===== src/hw/rtl/aust_pkg.sv =====
package aust_pkg;

  localparam int unsigned AngleW   = 12;
  localparam int unsigned ElapsedW = 24;
  localparam int unsigned SpeedW   = 26;
  localparam int unsigned DegW     = 32;
  localparam int unsigned CountW   = 40;
  // unwrapped difference never leaves -2048..2048
  localparam int unsigned DiffW    = AngleW + 1;
  localparam int unsigned UsecW    = 26;
  localparam int unsigned SpdNumW  = AngleW + UsecW;
  localparam int unsigned DegMulW  = 10;
  localparam int unsigned DegProdW = CountW + DegMulW - 1;
  localparam int unsigned DegNumW  = DegProdW - 1;

  // one revolution of the sensor; a power of two, so degree scaling is a shift
  localparam int unsigned LsbPerRev     = 4096;
  localparam int unsigned LsbPerRevLog2 = $clog2(LsbPerRev);

  localparam logic [UsecW-1:0]          UsecPerMin = 26'd60000000;
  localparam logic signed [DegMulW-1:0] DegPerRev  = 10'sd360;

  localparam logic OpSample = 1'b0;
  localparam logic OpZero   = 1'b1;

  typedef struct packed {
    logic                op;
    logic [AngleW-1:0]   angle_raw;
    logic [ElapsedW-1:0] elapsed_us;
  } in_t;

  typedef struct packed {
    logic signed [SpeedW-1:0] speed_rpm;
    logic signed [DegW-1:0]   cum_degrees;
  } out_t;

  typedef enum logic [2:0] {
    StIdle,
    StUnwrap,
    StScale,
    StDegMul,
    StStart,
    StDivide,
    StWrite
  } state_e;

  typedef struct packed {
    logic load;
    logic unwrap;
    logic scale;
    logic deg_mul;
    logic start;
    logic write;
  } cmd_t;

  typedef struct packed {
    logic div_done;
    logic out_free;
  } status_t;

endpackage


===== src/hw/rtl/aust_div.sv =====
module aust_div #(
  parameter int unsigned NumW = 48,
  parameter int unsigned DenW = 17
) (
  input  logic            clk_i,
  input  logic            rst_ni,
  input  logic            start_i,
  input  logic [NumW-1:0] num_i,
  input  logic [DenW-1:0] den_i,
  output logic [NumW-1:0] quot_o,
  output logic            done_o
);

  localparam int unsigned CntW = $clog2(NumW + 1);

  logic            busy_q, busy_d;
  logic            done_q, done_d;
  logic [CntW-1:0] cnt_q, cnt_d;
  logic [NumW-1:0] num_q, num_d;
  logic [DenW-1:0] rem_q, rem_d;
  logic [DenW-1:0] den_q, den_d;

  logic [DenW:0]   trial;
  logic [DenW:0]   trial_sub;
  logic            qbit;

  // restoring division, one quotient bit per cycle; quotient shifts in at the lsb
  assign trial     = {rem_q, num_q[NumW-1]};
  assign trial_sub = trial - {1'b0, den_q};
  assign qbit      = (trial >= {1'b0, den_q});

  always_comb begin
    busy_d = busy_q;
    done_d = done_q;
    cnt_d  = cnt_q;
    num_d  = num_q;
    rem_d  = rem_q;
    den_d  = den_q;
    if (start_i) begin
      busy_d = 1'b1;
      done_d = 1'b0;
      cnt_d  = CntW'(NumW);
      num_d  = num_i;
      rem_d  = '0;
      den_d  = den_i;
    end else if (busy_q) begin
      num_d = {num_q[NumW-2:0], qbit};
      rem_d = qbit ? trial_sub[DenW-1:0] : trial[DenW-1:0];
      cnt_d = cnt_q - 1'b1;
      if (cnt_q == CntW'(1)) begin
        busy_d = 1'b0;
        done_d = 1'b1;
      end
    end
  end

  always_ff @(posedge clk_i or negedge rst_ni) begin
    if (!rst_ni) begin
      busy_q <= 1'b0;
      done_q <= 1'b0;
      cnt_q  <= '0;
    end else begin
      busy_q <= busy_d;
      done_q <= done_d;
      cnt_q  <= cnt_d;
    end
  end

  always_ff @(posedge clk_i) begin
    num_q <= num_d;
    rem_q <= rem_d;
    den_q <= den_d;
  end

  assign quot_o = num_q;
  assign done_o = done_q;

endmodule


===== src/hw/rtl/aust_ctrl.sv =====
module aust_ctrl (
  input  logic             clk_i,
  input  logic             rst_ni,
  input  logic             in_valid_i,
  output logic             in_stall_o,
  input  aust_pkg::status_t status_i,
  output aust_pkg::cmd_t    cmd_o
);

  aust_pkg::state_e state_q, state_d;

  always_comb begin
    state_d = state_q;
    unique case (state_q)
      aust_pkg::StIdle:   if (in_valid_i) state_d = aust_pkg::StUnwrap;
      aust_pkg::StUnwrap: state_d = aust_pkg::StScale;
      aust_pkg::StScale:  state_d = aust_pkg::StDegMul;
      aust_pkg::StDegMul: state_d = aust_pkg::StStart;
      aust_pkg::StStart:  state_d = aust_pkg::StDivide;
      aust_pkg::StDivide: if (status_i.div_done) state_d = aust_pkg::StWrite;
      aust_pkg::StWrite:  if (status_i.out_free) state_d = aust_pkg::StIdle;
      default:            state_d = aust_pkg::StIdle;
    endcase
  end

  always_comb begin
    cmd_o      = '0;
    in_stall_o = 1'b1;
    unique case (state_q)
      aust_pkg::StIdle: begin
        in_stall_o = 1'b0;
        cmd_o.load = in_valid_i;
      end
      aust_pkg::StUnwrap: cmd_o.unwrap  = 1'b1;
      aust_pkg::StScale:  cmd_o.scale   = 1'b1;
      aust_pkg::StDegMul: cmd_o.deg_mul = 1'b1;
      aust_pkg::StStart:  cmd_o.start   = 1'b1;
      aust_pkg::StDivide: cmd_o         = '0;
      aust_pkg::StWrite:  cmd_o.write   = status_i.out_free;
      default:            cmd_o         = '0;
    endcase
  end

  always_ff @(posedge clk_i or negedge rst_ni) begin
    if (!rst_ni) begin
      state_q <= aust_pkg::StIdle;
    end else begin
      state_q <= state_d;
    end
  end

endmodule


===== src/hw/rtl/aust_datapath.sv =====
module aust_datapath (
  input  logic              clk_i,
  input  logic              rst_ni,
  input  aust_pkg::in_t     in_item_i,
  input  aust_pkg::cmd_t    cmd_i,
  output aust_pkg::status_t status_o,
  input  logic              cfg_we_i,
  input  logic              cfg_data_i,
  output logic              out_valid_o,
  input  logic              out_stall_i,
  output aust_pkg::out_t    out_item_o
);

  localparam int unsigned CprW    = $clog2(aust_pkg::LsbPerRev + 1);
  localparam int unsigned WideW   = ((CprW > aust_pkg::AngleW) ? CprW : aust_pkg::AngleW) + 2;
  localparam int unsigned SpdDenW = CprW + aust_pkg::ElapsedW;
  localparam int unsigned SumW    = aust_pkg::CountW + 2;

  localparam logic signed [WideW-1:0] CprS  = WideW'(aust_pkg::LsbPerRev);
  localparam logic signed [WideW-1:0] HalfS = WideW'(aust_pkg::LsbPerRev / 2);
  localparam logic [CprW-1:0]         CprU  = CprW'(aust_pkg::LsbPerRev);

  localparam logic signed [aust_pkg::CountW-1:0] CntMax =
    {1'b0, {(aust_pkg::CountW-1){1'b1}}};
  localparam logic signed [aust_pkg::CountW-1:0] CntMin =
    {1'b1, {(aust_pkg::CountW-1){1'b0}}};
  localparam logic signed [SumW-1:0] CntMaxExt = {2'b00, CntMax};
  localparam logic signed [SumW-1:0] CntMinExt = {2'b11, CntMin};

  localparam logic [aust_pkg::DegNumW-1:0] DegPosLim = aust_pkg::DegNumW'(32'h7FFF_FFFF);
  localparam logic [aust_pkg::DegNumW-1:0] DegNegLim = aust_pkg::DegNumW'(33'h0_8000_0000);

  // architectural state
  logic                                  rev_q;
  logic [aust_pkg::AngleW-1:0]           prev_angle_q;
  logic signed [aust_pkg::CountW-1:0]    cum_q;
  logic signed [aust_pkg::SpeedW-1:0]    last_speed_q;

  // per-item working registers
  aust_pkg::in_t                         in_q;
  logic signed [aust_pkg::DiffW-1:0]     diff_q;
  logic [aust_pkg::SpdNumW-1:0]          spd_num_q;
  logic [SpdDenW-1:0]                    spd_den_q;
  logic                                  spd_neg_q;
  logic                                  spd_zero_q;
  logic signed [aust_pkg::DegProdW-1:0]  deg_prod_q;
  logic [aust_pkg::DegNumW-1:0]          deg_quot_q;

  logic                                  out_valid_q;
  aust_pkg::out_t                        out_q;

  // unwrap
  logic signed [WideW-1:0]               raw_diff;
  logic signed [WideW-1:0]               wrap_diff;

  always_comb begin
    raw_diff = $signed(WideW'(in_q.angle_raw)) - $signed(WideW'(prev_angle_q));
    if (raw_diff > HalfS) begin
      wrap_diff = raw_diff - CprS;
    end else if (raw_diff < -HalfS) begin
      wrap_diff = raw_diff + CprS;
    end else begin
      wrap_diff = raw_diff;
    end
  end

  // count update and speed operands
  logic [aust_pkg::DiffW-1:0]            diff_neg;
  logic [aust_pkg::AngleW-1:0]           diff_mag;
  logic signed [SumW-1:0]                cum_ext;
  logic signed [SumW-1:0]                diff_ext;
  logic signed [SumW-1:0]                cum_sum;
  logic signed [aust_pkg::CountW-1:0]    cum_sat;

  always_comb begin
    diff_neg = -diff_q;
    diff_mag = diff_q[aust_pkg::DiffW-1] ? diff_neg[aust_pkg::AngleW-1:0]
                                          : diff_q[aust_pkg::AngleW-1:0];
    cum_ext  = {{2{cum_q[aust_pkg::CountW-1]}}, cum_q};
    diff_ext = {{(SumW-aust_pkg::DiffW){diff_q[aust_pkg::DiffW-1]}}, diff_q};
    cum_sum  = rev_q ? (cum_ext - diff_ext) : (cum_ext + diff_ext);
    if (cum_sum > CntMaxExt) begin
      cum_sat = CntMax;
    end else if (cum_sum < CntMinExt) begin
      cum_sat = CntMin;
    end else begin
      cum_sat = cum_sum[aust_pkg::CountW-1:0];
    end
  end

  // shift and divider operands, magnitudes only
  logic [aust_pkg::DegProdW-1:0]         deg_prod_neg;
  logic [aust_pkg::DegNumW-1:0]          deg_num;
  logic                                  deg_neg;
  logic [aust_pkg::SpdNumW-1:0]          spd_quot;
  logic                                  spd_done;

  assign deg_neg      = deg_prod_q[aust_pkg::DegProdW-1];
  assign deg_prod_neg = -deg_prod_q;
  assign deg_num      = deg_neg ? deg_prod_neg[aust_pkg::DegNumW-1:0]
                                : deg_prod_q[aust_pkg::DegNumW-1:0];

  aust_div #(
    .NumW (aust_pkg::SpdNumW),
    .DenW (SpdDenW)
  ) u_spd_div (
    .clk_i   (clk_i),
    .rst_ni  (rst_ni),
    .start_i (cmd_i.start),
    .num_i   (spd_num_q),
    .den_i   (spd_den_q),
    .quot_o  (spd_quot),
    .done_o  (spd_done)
  );

  // result formatting
  logic [aust_pkg::SpeedW-1:0]           spd_trunc;
  logic signed [aust_pkg::SpeedW-1:0]    spd_val;
  logic signed [aust_pkg::SpeedW-1:0]    speed_res;
  logic [aust_pkg::DegW-1:0]             deg_low_neg;
  logic signed [aust_pkg::DegW-1:0]      deg_res;
  logic                                  is_sample;

  always_comb begin
    is_sample = (in_q.op == aust_pkg::OpSample);
    spd_trunc = spd_quot[aust_pkg::SpeedW-1:0];
    if (spd_zero_q) begin
      spd_val = '0;
    end else if (spd_neg_q) begin
      spd_val = -$signed(spd_trunc);
    end else begin
      spd_val = $signed(spd_trunc);
    end
    speed_res = is_sample ? spd_val : last_speed_q;

    deg_low_neg = -deg_quot_q[aust_pkg::DegW-1:0];
    if (deg_neg) begin
      deg_res = (deg_quot_q > DegNegLim) ? $signed({1'b1, {(aust_pkg::DegW-1){1'b0}}})
                                         : $signed(deg_low_neg);
    end else begin
      deg_res = (deg_quot_q > DegPosLim) ? $signed({1'b0, {(aust_pkg::DegW-1){1'b1}}})
                                         : $signed(deg_quot_q[aust_pkg::DegW-1:0]);
    end
  end

  always_ff @(posedge clk_i or negedge rst_ni) begin
    if (!rst_ni) begin
      rev_q        <= 1'b0;
      prev_angle_q <= '0;
      cum_q        <= '0;
      last_speed_q <= '0;
      out_valid_q  <= 1'b0;
    end else begin
      if (cfg_we_i) begin
        rev_q <= cfg_data_i;
      end
      if (cmd_i.scale) begin
        if (is_sample) begin
          cum_q        <= cum_sat;
          prev_angle_q <= in_q.angle_raw;
        end else begin
          cum_q <= '0;
        end
      end
      if (cmd_i.write) begin
        out_valid_q <= 1'b1;
        if (is_sample) begin
          last_speed_q <= spd_val;
        end
      end else if (!out_stall_i) begin
        out_valid_q <= 1'b0;
      end
    end
  end

  always_ff @(posedge clk_i) begin
    if (cmd_i.load) begin
      in_q <= in_item_i;
    end
    if (cmd_i.unwrap) begin
      diff_q <= wrap_diff[aust_pkg::DiffW-1:0];
    end
    if (cmd_i.scale) begin
      spd_num_q  <= diff_mag * aust_pkg::UsecPerMin;
      spd_den_q  <= CprU * in_q.elapsed_us;
      spd_neg_q  <= diff_q[aust_pkg::DiffW-1] ^ !rev_q;
      spd_zero_q <= (in_q.elapsed_us == '0);
    end
    if (cmd_i.deg_mul) begin
      deg_prod_q <= cum_q * aust_pkg::DegPerRev;
    end
    // truncation toward zero on the magnitude
    if (cmd_i.start) begin
      deg_quot_q <= deg_num >> aust_pkg::LsbPerRevLog2;
    end
    if (cmd_i.write) begin
      out_q.speed_rpm   <= speed_res;
      out_q.cum_degrees <= deg_res;
    end
  end

  assign status_o.div_done = spd_done;
  assign status_o.out_free = !out_valid_q || !out_stall_i;
  assign out_valid_o       = out_valid_q;
  assign out_item_o        = out_q;

endmodule


===== src/hw/rtl/angle_unwrap_speed_tracker_unit.sv =====
// Angle unwrap and speed tracker for an absolute rotary encoder.
// Input channel (in_valid_i / in_stall_o, payload in_item_i): each item is
// either a new angle sample with the microseconds since the last one, or a
// request to zero the cumulative count. Every item gives exactly one result.
// Output channel (out_valid_o / out_stall_i, payload out_item_o): speed in
// rpm and cumulative degrees, both truncated toward zero.
// Config channel (cfg_valid_i / cfg_ready_o, cfg_data_i): the reverse
// direction bit; ready is always high, write it only while the block is idle.
// An accepted item passes through the unwrap, scale, degree-multiply and
// start states, waits in the divide state until the serial divider is
// done, and is then written to the output register in the write state.
// One item is worked on at a time, so a new item is taken only once the
// last one has been written; the 38-step serial divider for the speed
// sets the pace, while the degree scaling is a shift.
// A finished result sits in an output register; the next item may be taken
// while it waits. If the receiver keeps stalling, the block holds the second
// result until the register frees up, and in_stall_o stays high meanwhile.
// Reset clears the previous angle, the count, the last speed and the
// direction bit, and leaves the output empty.
module angle_unwrap_speed_tracker_unit (
  input  logic           clk_i,
  input  logic           rst_ni,
  input  logic           in_valid_i,
  output logic           in_stall_o,
  input  aust_pkg::in_t  in_item_i,
  output logic           out_valid_o,
  input  logic           out_stall_i,
  output aust_pkg::out_t out_item_o,
  input  logic           cfg_valid_i,
  output logic           cfg_ready_o,
  input  logic           cfg_data_i
);

  aust_pkg::cmd_t    cmd;
  aust_pkg::status_t status;

  assign cfg_ready_o = 1'b1;

  aust_ctrl u_ctrl (
    .clk_i      (clk_i),
    .rst_ni     (rst_ni),
    .in_valid_i (in_valid_i),
    .in_stall_o (in_stall_o),
    .status_i   (status),
    .cmd_o      (cmd)
  );

  aust_datapath u_datapath (
    .clk_i       (clk_i),
    .rst_ni      (rst_ni),
    .in_item_i   (in_item_i),
    .cmd_i       (cmd),
    .status_o    (status),
    .cfg_we_i    (cfg_valid_i & cfg_ready_o),
    .cfg_data_i  (cfg_data_i),
    .out_valid_o (out_valid_o),
    .out_stall_i (out_stall_i),
    .out_item_o  (out_item_o)
  );

endmodule


===== config.mk =====
export PLATFORM = sky130hd
export DESIGN_NAME = angle_unwrap_speed_tracker_unit
export DESIGN_NICKNAME = d
export VERILOG_FILES = /design/src/hw/rtl/aust_pkg.sv /design/src/hw/rtl/aust_div.sv /design/src/hw/rtl/aust_ctrl.sv /design/src/hw/rtl/aust_datapath.sv /design/src/hw/rtl/angle_unwrap_speed_tracker_unit.sv
export SDC_FILE = /design/constraint.sdc
export NUM_CORES = 1
export LEC_CHECK = 0
export BUFFER_PORTS_ARGS = -buffer_cell sky130_fd_sc_hd__buf_2
export CAP_MARGIN = 20
export CORE_ASPECT_RATIO = 0.7
export CORE_MARGIN = 8
export CORE_UTILIZATION = 52
export DETAILED_ROUTE_END_ITERATION = 7
export GPL_ROUTABILITY_DRIVEN = 1
export PLACE_DENSITY = 0.66
export SKIP_CTS_REPAIR_TIMING = 1
export SYNTH_ARGS = -nofsm -noshare
export SYNTH_HDL_FRONTEND = slang
export SYNTH_HIERARCHICAL = 1
export SYNTH_SLANG_ARGS = --single-unit

===== constraint.sdc =====
create_clock -name clk_i -period 9.1 [get_ports clk_i]
set_input_delay 0 -clock clk_i [delete_from_list [all_inputs] [get_ports clk_i]]
set_output_delay 0 -clock clk_i [all_outputs]
set_load 0.03 [all_outputs]

After elaboration in Yosys (flattened, before gate mapping)

Index checks and enable logic that the tools add are counted.
Widths: inputs -> output; s select.

Bitwise logic cells: 2
Multiplexer cells: 38
Order comparisons: 7
Reduce and logical (&&, ||, !) cells: 11
Eq/ne operators: 11
Multipliers: 2
$add $sub $neg: 11

Operators by type and width:

| cell                   | number |
|---|---|
| $mux 40                | 3 |
| $mux 32                | 3 |
| $mux 26                | 3 |
| $mux 38                | 2 |
| $mux 48                | 1 |
| $neg 48->48            | 1 |
| $mul 40x7->46 const B  | 1 |
| $gt 42x40->1 const B   | 1 |
| $lt 42x40->1 const B   | 1 |
| $mux 42                | 1 |
| $add 40x13->41         | 1 |
| $sub 40x13->41         | 1 |
| $ge 38x36->1           | 1 |
| $mux 37                | 1 |
| $sub 37x36->37         | 1 |
| $gt 36x31->1 const B   | 1 |
| $gt 36x32->1 const B   | 1 |
| $neg 32->32            | 1 |
| $mul 12x18->30 const B | 1 |
| $mux 13                | 2 |
| $neg 26->26            | 1 |
| $logic_not 24->1       | 1 |
| $pmux 3 s7             | 1 |
| $mux 1                 | 15 |
| other kinds (24)       | 36 |

Word-level logic and storage cells: 107
Register bits after elaboration: 436
Input bits: 43
Output and inout port bits: 61

Depth between registers and ports, before layout

Depth in word-level cells: 6
Depth in mapped cells: 30
Depth with buffers taken out: 30

Modules after synthesis

Netlist, hierarchy kept.

Modules (own cells, without submodules):

| module                          | area an instance (sq um) | seq. area each (sq um) | times used | cells each |
|---|---|---|---|---|
| aust_datapath                   | 24898.9                  | 9389.0                 | 1          | 2377 |
| aust_div                        | 6829.0                   | 3193.1                 | 1          | 674 |
| aust_ctrl                       | 215.2                    | 75.1                   | 1          | 23 |
| angle_unwrap_speed_tracker_unit | 11.3                     | 0.0                    | 1          | 2 |

Worst setup path before layout

Ideal clock, no wire load.

Path type: reg-to-reg
From: reg u_ctrl.state_q[2]
To: reg u_datapath.u_spd_div.num_q[0] (netlist: u_datapath/u_spd_div/quot_o[0]), enable pin
Arrival: 7.416 ns
Period minus slack after synthesis: 7.808 ns
Path slack: 1.292 ns
Required time: 8.708 ns
Library setup time: 0.392 ns
Stages on the path, launching flop included: 7
Buffers on the path: 3
Cell sequence: dfrtp_1 buf_2 nor3b_1 clkbuf_1 nor2_1 clkbuf_1 inv_1

RTL lines:

| item                     | RTL line        | source |
|---|---|---|
| start: declaration       | aust_ctrl.sv:10 | `aust_pkg::state_e state_q, state_d;` |
| start signal: assignment | aust_ctrl.sv:46 | `state_q <= aust_pkg::StIdle;` |
| start signal: assignment | aust_ctrl.sv:48 | `state_q <= state_d;` |
| end signal: assignment   | aust_div.sv:70  | `num_q <= num_d;` |
| end: declaration         | aust_div.sv:19  | `logic [NumW-1:0] num_q, num_d;` |

Worst setup path after layout

From: reg u_datapath/diff_q[0] (netlist bit)
To: reg u_datapath/spd_num_q[36] (netlist bit), data pin

Longest elaborated chain between the ends: 3

Ends and longest elaborated chain:

| item                     | RTL line             | source |
|---|---|---|
| start: declaration       | aust_datapath.sv:41  | `logic signed [aust_pkg::DiffW-1:0] diff_q;` |
| start signal: assignment | aust_datapath.sv:181 | `diff_q <= wrap_diff[aust_pkg::DiffW-1:0];` |
| $neg 12->12              | aust_datapath.sv:76  | `diff_neg = -diff_q;` |
| $mux 12 (*)              | aust_datapath.sv:77  | `diff_mag = diff_q[aust_pkg::DiffW-1] ? diff_neg[aust_pkg::AngleW-1:0]` |
| $mul 12x18->30 (*)       | aust_datapath.sv:184 | `spd_num_q <= diff_mag * aust_pkg::UsecPerMin;` |
| end signal: assignment   | aust_datapath.sv:184 |  |
| end: declaration         | aust_datapath.sv:42  | `logic [aust_pkg::SpdNumW-1:0] spd_num_q;` |

Mark *: on every way between the ends. The rest lies on a longest branch, timed or not.
A chain may end at the register's enable or synchronous reset.

==> results.toml <==
[critical_path]
worstPathMaxFanout = 9
crit_required_ps = 9450
crit_buf_inv = 6
cpPeakStageDelay_ps = 590
critPathSlowestCell = "fa_1"
worstSetupPathType = "flip-flop to flip-flop"
worstSetupEndpointType = "flip-flop"
cp.arrival_ps = 8330
crit_family = "adder cells"
start_kind = "flip-flop"
cp_common_cell = "inv_1"

[placed_design]
dp_hpwl_microns = 54100
io_buffers = 102
routabilityCongestion = 0.875
dp_slack_ps = 1160

[timing]
fin_skew_ps = 24.7
period_minus_slack_ps = 7980
setup_viol = 0
fin_crit_sh_pct = 87.7
slew_headroom_pct = 31.3
tightest_slew_ps = 1030
drv_slew = 0
rsz0062_at_grt = "false"
fmax_mhz = 125
fin_setup_tns_ps = 0
finalHoldViolCount = 0
final.setup.worst_slack_ps = 1120

[die]
die_w_microns = 312
core_sq_um = 61100
io_pins = 104
num_rows = 76
initial_core_util_pct = 52.3
die_h_microns = 223
dieArea_sq_um = 69800

[clocking]
cts_tree = "yes"
clk_pin_slew_worst_paths_ps = 60
clock_path_buffers = 3
htreeDepth = 2
clock_sinks = 449
clock_latency_ps = 600
root_buffer = "clkbuf_16"
numCtsBuffers = 46

[synth]
yosys.area.top_type = "edfxtp_1"
seq_area_frac_synth_pct = 39.6
ys.flop_type = "edfxtp_1"
synthTopCellsByArea = "edfxtp_1, ha_1, fa_1"
synth-edff-count = 321
ys_async_sr_fraction_pct = 20.3
netlist.area_leader.share_pct = 30.2
ys_ff_latch = 449
yosys_warnings = 6
avgSynthCellArea_sq_um = 10.4
synth_area_sq_um = 32000
synth_cells = 3076
ys_types = 88

[detailed_routing]
drt_first_iter_violations = 1534
route.detailed.drc = 0
avgRoutedWirePerCell_microns = 17.4
drtAntennaViolNets = 0
dr.pass1.iters = 7
vias = 22527
vias_per_cell = 5.53
wl_microns = 70700

[grt]
grt_pass1_vias = 21899
overflow = 0
antenna_found_initial = 0
grt_pass1_wl_microns = 115000
grt.total_usage_pct = 19.8
grt_max_degree = 77

[layout]
layout_common_cells = "inv_1, edfxtp_1, ha_1"
diodes = 0
layout.cells.most_common = "inv_1"
utilization_pct = 57.9
fillCellCount = 5121
nNetsFinal = 3706
syn_to_final_growth_pct = 10.8
drive_gt1_share_pct = 9.44

[job]
cap_violations = 0

[outcome]
status = "finished clean"

[hold_path]
hold_class = "input pin to flip-flop"
worst paths after layout:
| check | start | to | slack [ps] | cells past startpoint |
|---|---|---|---|---|
| min reg2reg | u_datapath/spd_den_q[19] | u_datapath/u_spd_div/den_q[19] | 410 | 0 |
| max reg2reg | u_datapath/diff_q[0] | u_datapath/spd_num_q[36] | 1120 | 28 |
| max | u_datapath/diff_q[0] | u_datapath/spd_num_q[36] | 1120 | 28 |
| min | in_item_i[13] | u_datapath/in_q[13] | 100 | 2 |
| max in group asynchronous | rst_ni | u_datapath/cum_q[23] | 7830 | 4 |
| min in group asynchronous | rst_ni | u_datapath/prev_angle_q[1] | 490 | 4 |
worst reg2reg max path, delay by kind of cell, from the launching register on:
kind / cells / cell delay (ps)
simple gates: 6 / 1500
compound gates: 7 / 1660
buf+inv: 6 / 600
flops: 1 / 580
xor+xnor: 2 / 480
fa+ha+maj: 7 / 2920
cell type report:
type,instances,area (sq um),area share [%]
Clock buffer,53,1190,3.35
Clock inverter,33,377,1.06
Inverter,418,1570,4.43
Multi-Input combinational cell,2130,17400,49.2
Sequential cell,449,12700,35.8
Tap cell,819,1020,2.89
Timing Repair Buffer,170,1160,3.28
cells in the mapped netlist (14+ instances only):
cell type / instances
nor3_1: 33
o21ai_1: 14
a21o_1: 68
o21a_1: 18
nor2b_1: 21
nor2_1: 161
dfrtp_1: 91
xor2_1: 68
inv_1: 418
dfxtp_1: 37
mux2_2: 64
nand3_1: 33
clkbuf_1: 76
a211oi_1: 31
a221o_1: 42
or4_1: 15
nand2b_1: 26
o21ai_0: 180
fa_1: 136
ha_1: 312
nand2_1: 210
edfxtp_1: 321
nand4_1: 28
xnor2_1: 164
o21bai_1: 33
a21oi_1: 177
or3_1: 28
o31ai_1: 21
a31oi_1: 20
nor4_1: 19
kinds of logic (layout without fill, tap and decap cells):
kind of cell	after synthesis	in the layout	share of synthesized area [%]
other	2	22	0.0235
adder cells (fa/ha/maj)	449	449	20.8
XOR/XNOR	232	232	6.36
multiplexers	75	75	2.60
buffers and inverters	517	674	6.23
flip-flops	449	449	39.6
AO/OA/AOI/OAI	718	718	14.8
AND/OR/NAND/NOR	634	634	9.62
through the flow:
step	instance area, sq um	hold WS [ps]	std cells
floorplan	32000	-296	3096
CTS	34900	-606	4025
global route	35400	75.9	4072
detailed placement	33300	27.7	3939
global placement	33300	19.3	3939
finish	35400	103	4072
sequential cells by signal (all words and copies together), names as in the netlist, 13 cells and up:
name,flops
u_datapath/u_spd_div/quot_o,38
u_datapath/last_speed_q,26
u_datapath/deg_quot_q,36
u_datapath/deg_prod_q,46
u_datapath/cum_q,40
u_datapath/u_spd_div/den_q,37
u_datapath/out_item_o,58
u_datapath/u_spd_div/rem_q,37
u_datapath/spd_den_q,24
u_datapath/in_q,37
u_datapath/spd_num_q,30
u_datapath/diff_q,13
metal layers:
layer	GRT usage [%]	up-vias	wire [microns]
met5	0	-	0
met4	3.73	0	984
met3	3.34	71	3600
met2	28.7	438	29500
met1	30.8	10893	36600
li1	-	11125	-
Power is not shown: default switching activity piles up to over one toggle a cycle in this logic, so the estimate is an artifact.
